==> src/rtl/core/ffba_ram.sv <==
// Generic single-clock RAM, one write and one read port, registered read.
// No dependencies.
`timescale 1ns / 1ps
`default_nettype none
module ffba_ram #(
  parameter int WIDTH = 8,
  parameter int DEPTH = 16
) (
  input  logic                     clk_i,
  input  logic                     we_i,
  input  logic [$clog2(DEPTH)-1:0] waddr_i,
  input  logic [WIDTH-1:0]         wdata_i,
  input  logic [$clog2(DEPTH)-1:0] raddr_i,
  output logic [WIDTH-1:0]         rdata_o
);

  logic [WIDTH-1:0] mem_q [DEPTH];

  always_ff @(posedge clk_i) begin
    if (we_i) begin
      mem_q[waddr_i] <= wdata_i;
    end
    rdata_o <= mem_q[raddr_i];
  end

endmodule
`default_nettype wire

==> config.mk <==
export PLATFORM = sky130hd
export DESIGN_NAME = ffba_ram
export DESIGN_NICKNAME = d
export VERILOG_FILES = /design/src/rtl/core/ffba_ram.sv
export SDC_FILE = /design/constraint.sdc
export NUM_CORES = 1
export LEC_CHECK = 0
export BUFFER_PORTS_ARGS = -buffer_cell sky130_fd_sc_hd__buf_2
export CORE_UTILIZATION = 50
export DETAILED_ROUTE_END_ITERATION = 8
export PLACE_DENSITY = 0.78
export SLEW_MARGIN = 15
export SYNTH_ARGS = -nofsm -noshare
export SYNTH_HDL_FRONTEND = slang
export SYNTH_SLANG_ARGS = --single-unit
==> constraint.sdc <==
create_clock -name clk_i -period 1.58 [get_ports clk_i]
set_clock_uncertainty 0.15 [all_clocks]
set_input_delay 0.079 -clock clk_i [delete_from_list [all_inputs] [get_ports clk_i]]
set_output_delay 0.079 -clock clk_i [all_outputs]
set_load 0.005 [all_outputs]
==> results.txt <==
- Layout area overhead: 23.9%
- The die covers 10,700 sq um.
- Effective utilization at floorplan: 0.522
- IO buf count: 25
- Across the run, the number of max-cap violations was 0.
- Post-synthesis cell count: 229
* Buffer levels on the longest clock path: 2
* Time the worst path needs with I/O delays and setup: 1.52 ns
- Clock Sinks: 136
- Routability-driven placement finished with a final weighted congestion of 0.748.
* Net count reported at finish: 320
- In this run, CTS created clock tree buffers numbering 17.
- Required time at the worst-slack endpoint: 1.81 ns
- Wire per inst: 22.7 um
* Worst-path maximum fanout: 1
- In this run the horizontal extent of the chip is 103 um.
- H-tree depth: 4
- After clock tree synthesis, the clock-pin slew on the worst setup and hold paths is 0.07 ns.
- Number of cells on the critical path: 3
- For this design the top-level I/O count stands at 26.
- Post-synth top area share: 0.747
- Startpoint type of the worst setup path: flip-flop
- The sequential cells in the finished layout cover a total of 4000 sq um.
* Post-synthesis cell type with the largest combined area: sky130_fd_sc_hd__edfxtp_1
- VDD sags by at most 0.00149 V.
- In this run the remaining antenna-violating nets after routing total 0.
- Mapped Area: 5150 sq um
- Entering global routing, the biggest net connects 33 pins.
- Worst Max-Slew Pin Slew: 0.515 ns
* Number of buffers and inverters on the critical path: 0
* Instance count along the most critical hold path: 4
* Critical path cell sequence: mux4_2 > a22oi_1 > nand2_1
- The first TritonRoute pass finished after 4 iterations.
- The number of global-route vias before repair is 2,661.
- For this run, the register share of the synthesized area comes to 0.778.
- For this design the static power due to leakage is 0.00221 uW.
- The flow ran to the end, and the final reports show no timing, DRC or antenna violations.
- On the worst path, the slowest cell contributes a delay of 0.46 ns.
- The filler cells instantiated in the layout total 609.
- Clock latency on the worst-skew pair, taken at its later pin, is 0.51 ns.
- Setup slack on the worst flop-to-flop path: 0.06 ns
- Worst-path cell with the longest stage delay: sky130_fd_sc_hd__mux4_2
* Routed WL: 10,200 um
- Of the cells placed in the final design, the portion with a size suffix greater than 1 is 0.343.
* Min-Delay Path Class: in2reg
- In the routed design, unresolved DRC markers number 0.
* Areal power density over the cells: 1340 nW/um^2
- Routed vias: 2,560
- For this run the aggregate overflow at the end of global routing stands at 0.
- OpenSTA, run right after detailed placement, puts the worst setup slack at -0.124 ns.
- After floorplanning, the core was divided into 36 placement rows.
- For this run, the total global-route usage over all layers was measured as 0.217.
* Flop and latch count out of synthesis: 136
- Slew Viols, Final: 0
* Worst R2R Path Depth: 3
* Wire length of the first global-routing pass: 15,200 um
* Vertical extent of the die: 103 um
- In the final timing run, aggregate negative setup slack is 0 ns.
* Final critical-path setup slack: 0.0584 ns
* Most frequent standard cell in the layout excluding fill and tap cells: sky130_fd_sc_hd__edfxtp_1
- Core Area: 9860 sq um
* RSZ-0062 raised after global routing: no
* Headroom to the max-slew limit: 0.657
- Highest-count cells in the layout ignoring fill and taps: sky130_fd_sc_hd__edfxtp_1, sky130_fd_sc_hd__buf_2, sky130_fd_sc_hd__buf_4
* Syn Area/Cell: 22.5 sq um
- Area of the multi-input gates: 1090 sq um
* Synth Net Count: 247
- The detailed router finished its first iteration with 207 violations.
- For the worst setup path, the data arrival time is 1.75 ns.
- Number of hold violations in the final report: 0
- Number of warnings printed during yosys synthesis: 0
- The wire-length estimate of the detail-placed layout is 6050 um.
* TritonCTS clock tree: yes
- Based on the critical path, the design can be clocked at up to 657 MHz.
- Via density per instance: 5.71
- Family of cells with the greatest summed delay on the critical path: multiplexers
- Yosys attributes the largest share of cell area to sky130_fd_sc_hd__edfxtp_1, sky130_fd_sc_hd__mux4_2, sky130_fd_sc_hd__mux4_1, sky130_fd_sc_hd__dfxtp_1, sky130_fd_sc_hd__a22oi_1.
- STA classifies the critical path endpoint as a flip-flop.
- Antenna violations before repair: 0
* Root buffer cell: sky130_fd_sc_hd__clkbuf_8
- Setup violations remaining at the end of the flow were counted as 0.
- The worst setup path is of the reg2reg kind.
- Of the available clock period, the critical path in the final layout requires 0.963.
- 0 antenna diodes ended up in the layout.
* Setup Fix Bufs, Post-CTS: 0
* Number of distinct library cells after synthesis: 19
-- synthesized netlist by cell type --
master	instances
sky130_fd_sc_hd__and2_1	1
sky130_fd_sc_hd__nor3_1	4
sky130_fd_sc_hd__mux4_2	18
sky130_fd_sc_hd__mux4_1	14
sky130_fd_sc_hd__or3b_2	1
sky130_fd_sc_hd__clkdlybuf4s25_2	3
sky130_fd_sc_hd__buf_6	3
sky130_fd_sc_hd__a22oi_1	16
sky130_fd_sc_hd__nand3b_1	2
sky130_fd_sc_hd__and2b_1	1
sky130_fd_sc_hd__nor2_1	13
sky130_fd_sc_hd__dfxtp_1	8
sky130_fd_sc_hd__nor2b_1	1
sky130_fd_sc_hd__edfxtp_1	128
sky130_fd_sc_hd__nand2b_1	2
sky130_fd_sc_hd__buf_4	1
sky130_fd_sc_hd__buf_2	3
sky130_fd_sc_hd__nand3_1	1
sky130_fd_sc_hd__nand2_1	9
-- worst register-to-register path: stages (launching register included) --
cell and delay (ns):
sky130_fd_sc_hd__edfxtp_1 0.37, sky130_fd_sc_hd__mux4_2 0.46, sky130_fd_sc_hd__a22oi_1 0.33, sky130_fd_sc_hd__nand2_1 0.08
-- cells by family (layout without fill, tap and decap cells) --
group                  count (synthesis)  in the layout  synth area share
AO/OA/AOI/OAI                         16             16            0.0233
multiplexers                          32             32             0.150
flip-flops                           136            136             0.778
buffers and inverters                 10             96            0.0168
AND/OR/NAND/NOR                       35             35            0.0318
-- stage by stage --
| step | area, sq um | total power, uW | utilization | std cells | hold slack (ns) |
|---|---|---|---|---|---|
| after global placement | 5590 | 4510 | 0.567 | 403 | 0.308 |
| after global routing | 6380 | 8820 | 0.647 | 448 | 0.0553 |
| after floorplan | 5150 | 4330 | - | 229 | 0.0279 |
| after CTS | 6350 | 8620 | 0.643 | 448 | 0.0356 |
| final | 6380 | 8570 | 0.647 | 448 | 0.0627 |
| after detailed placement | 5590 | 4520 | 0.567 | 403 | 0.322 |
-- final cells by class --
type                       count  area share
multi-input combinational     83       0.171
timing repair buffer          64      0.0769
clock inverter                13      0.0304
sequential                   136       0.628
clock buffer                  19      0.0677
tap                          133      0.0261
-- routing by layer --
metal	GRT usage	wire length [um]	vias to the layer above
li1	-	-	1124
met1	0.279	4230	1305
met2	0.344	4980	115
met3	0.0672	790	16
met4	0.0986	176	0
met5	0	0	-
-- power by group --
| part | total (uW) | switching (uW) | internal, uW |
|---|---|---|---|
| Sequential | 4060 | 25.7 | 4030 |
| Clock | 4080 | 1460 | 2620 |
| Combinational | 428 | 225 | 203 |
| Total | 8570 | 1710 | 6860 |
-- flip-flops by register name, summed over array words and instances, names as in the netlist --
signal / cells
rdata_o: 8
mem_q: 128
-- repair_timing --
action | CTS | global route
endpoints found under the hold margin | 165 | 0
gates resized for setup | 0 | 7
endpoints found under the setup margin | 0 | 6
hold buffers | 13 | 0
-- path summary, 6_finish.rpt --
check                               from                endpoint
hold reg to reg   mem_q[14][1]$_DFFE_PP_      rdata_o[1]$_DFF_P_
hold / removal                waddr_i[2]  mem_q[15][6]$_DFFE_PP_
setup / recovery  mem_q[10][7]$_DFFE_PP_      rdata_o[7]$_DFF_P_
setup reg to reg  mem_q[10][7]$_DFFE_PP_      rdata_o[7]$_DFF_P_
(Power assumes the default switching activity.)
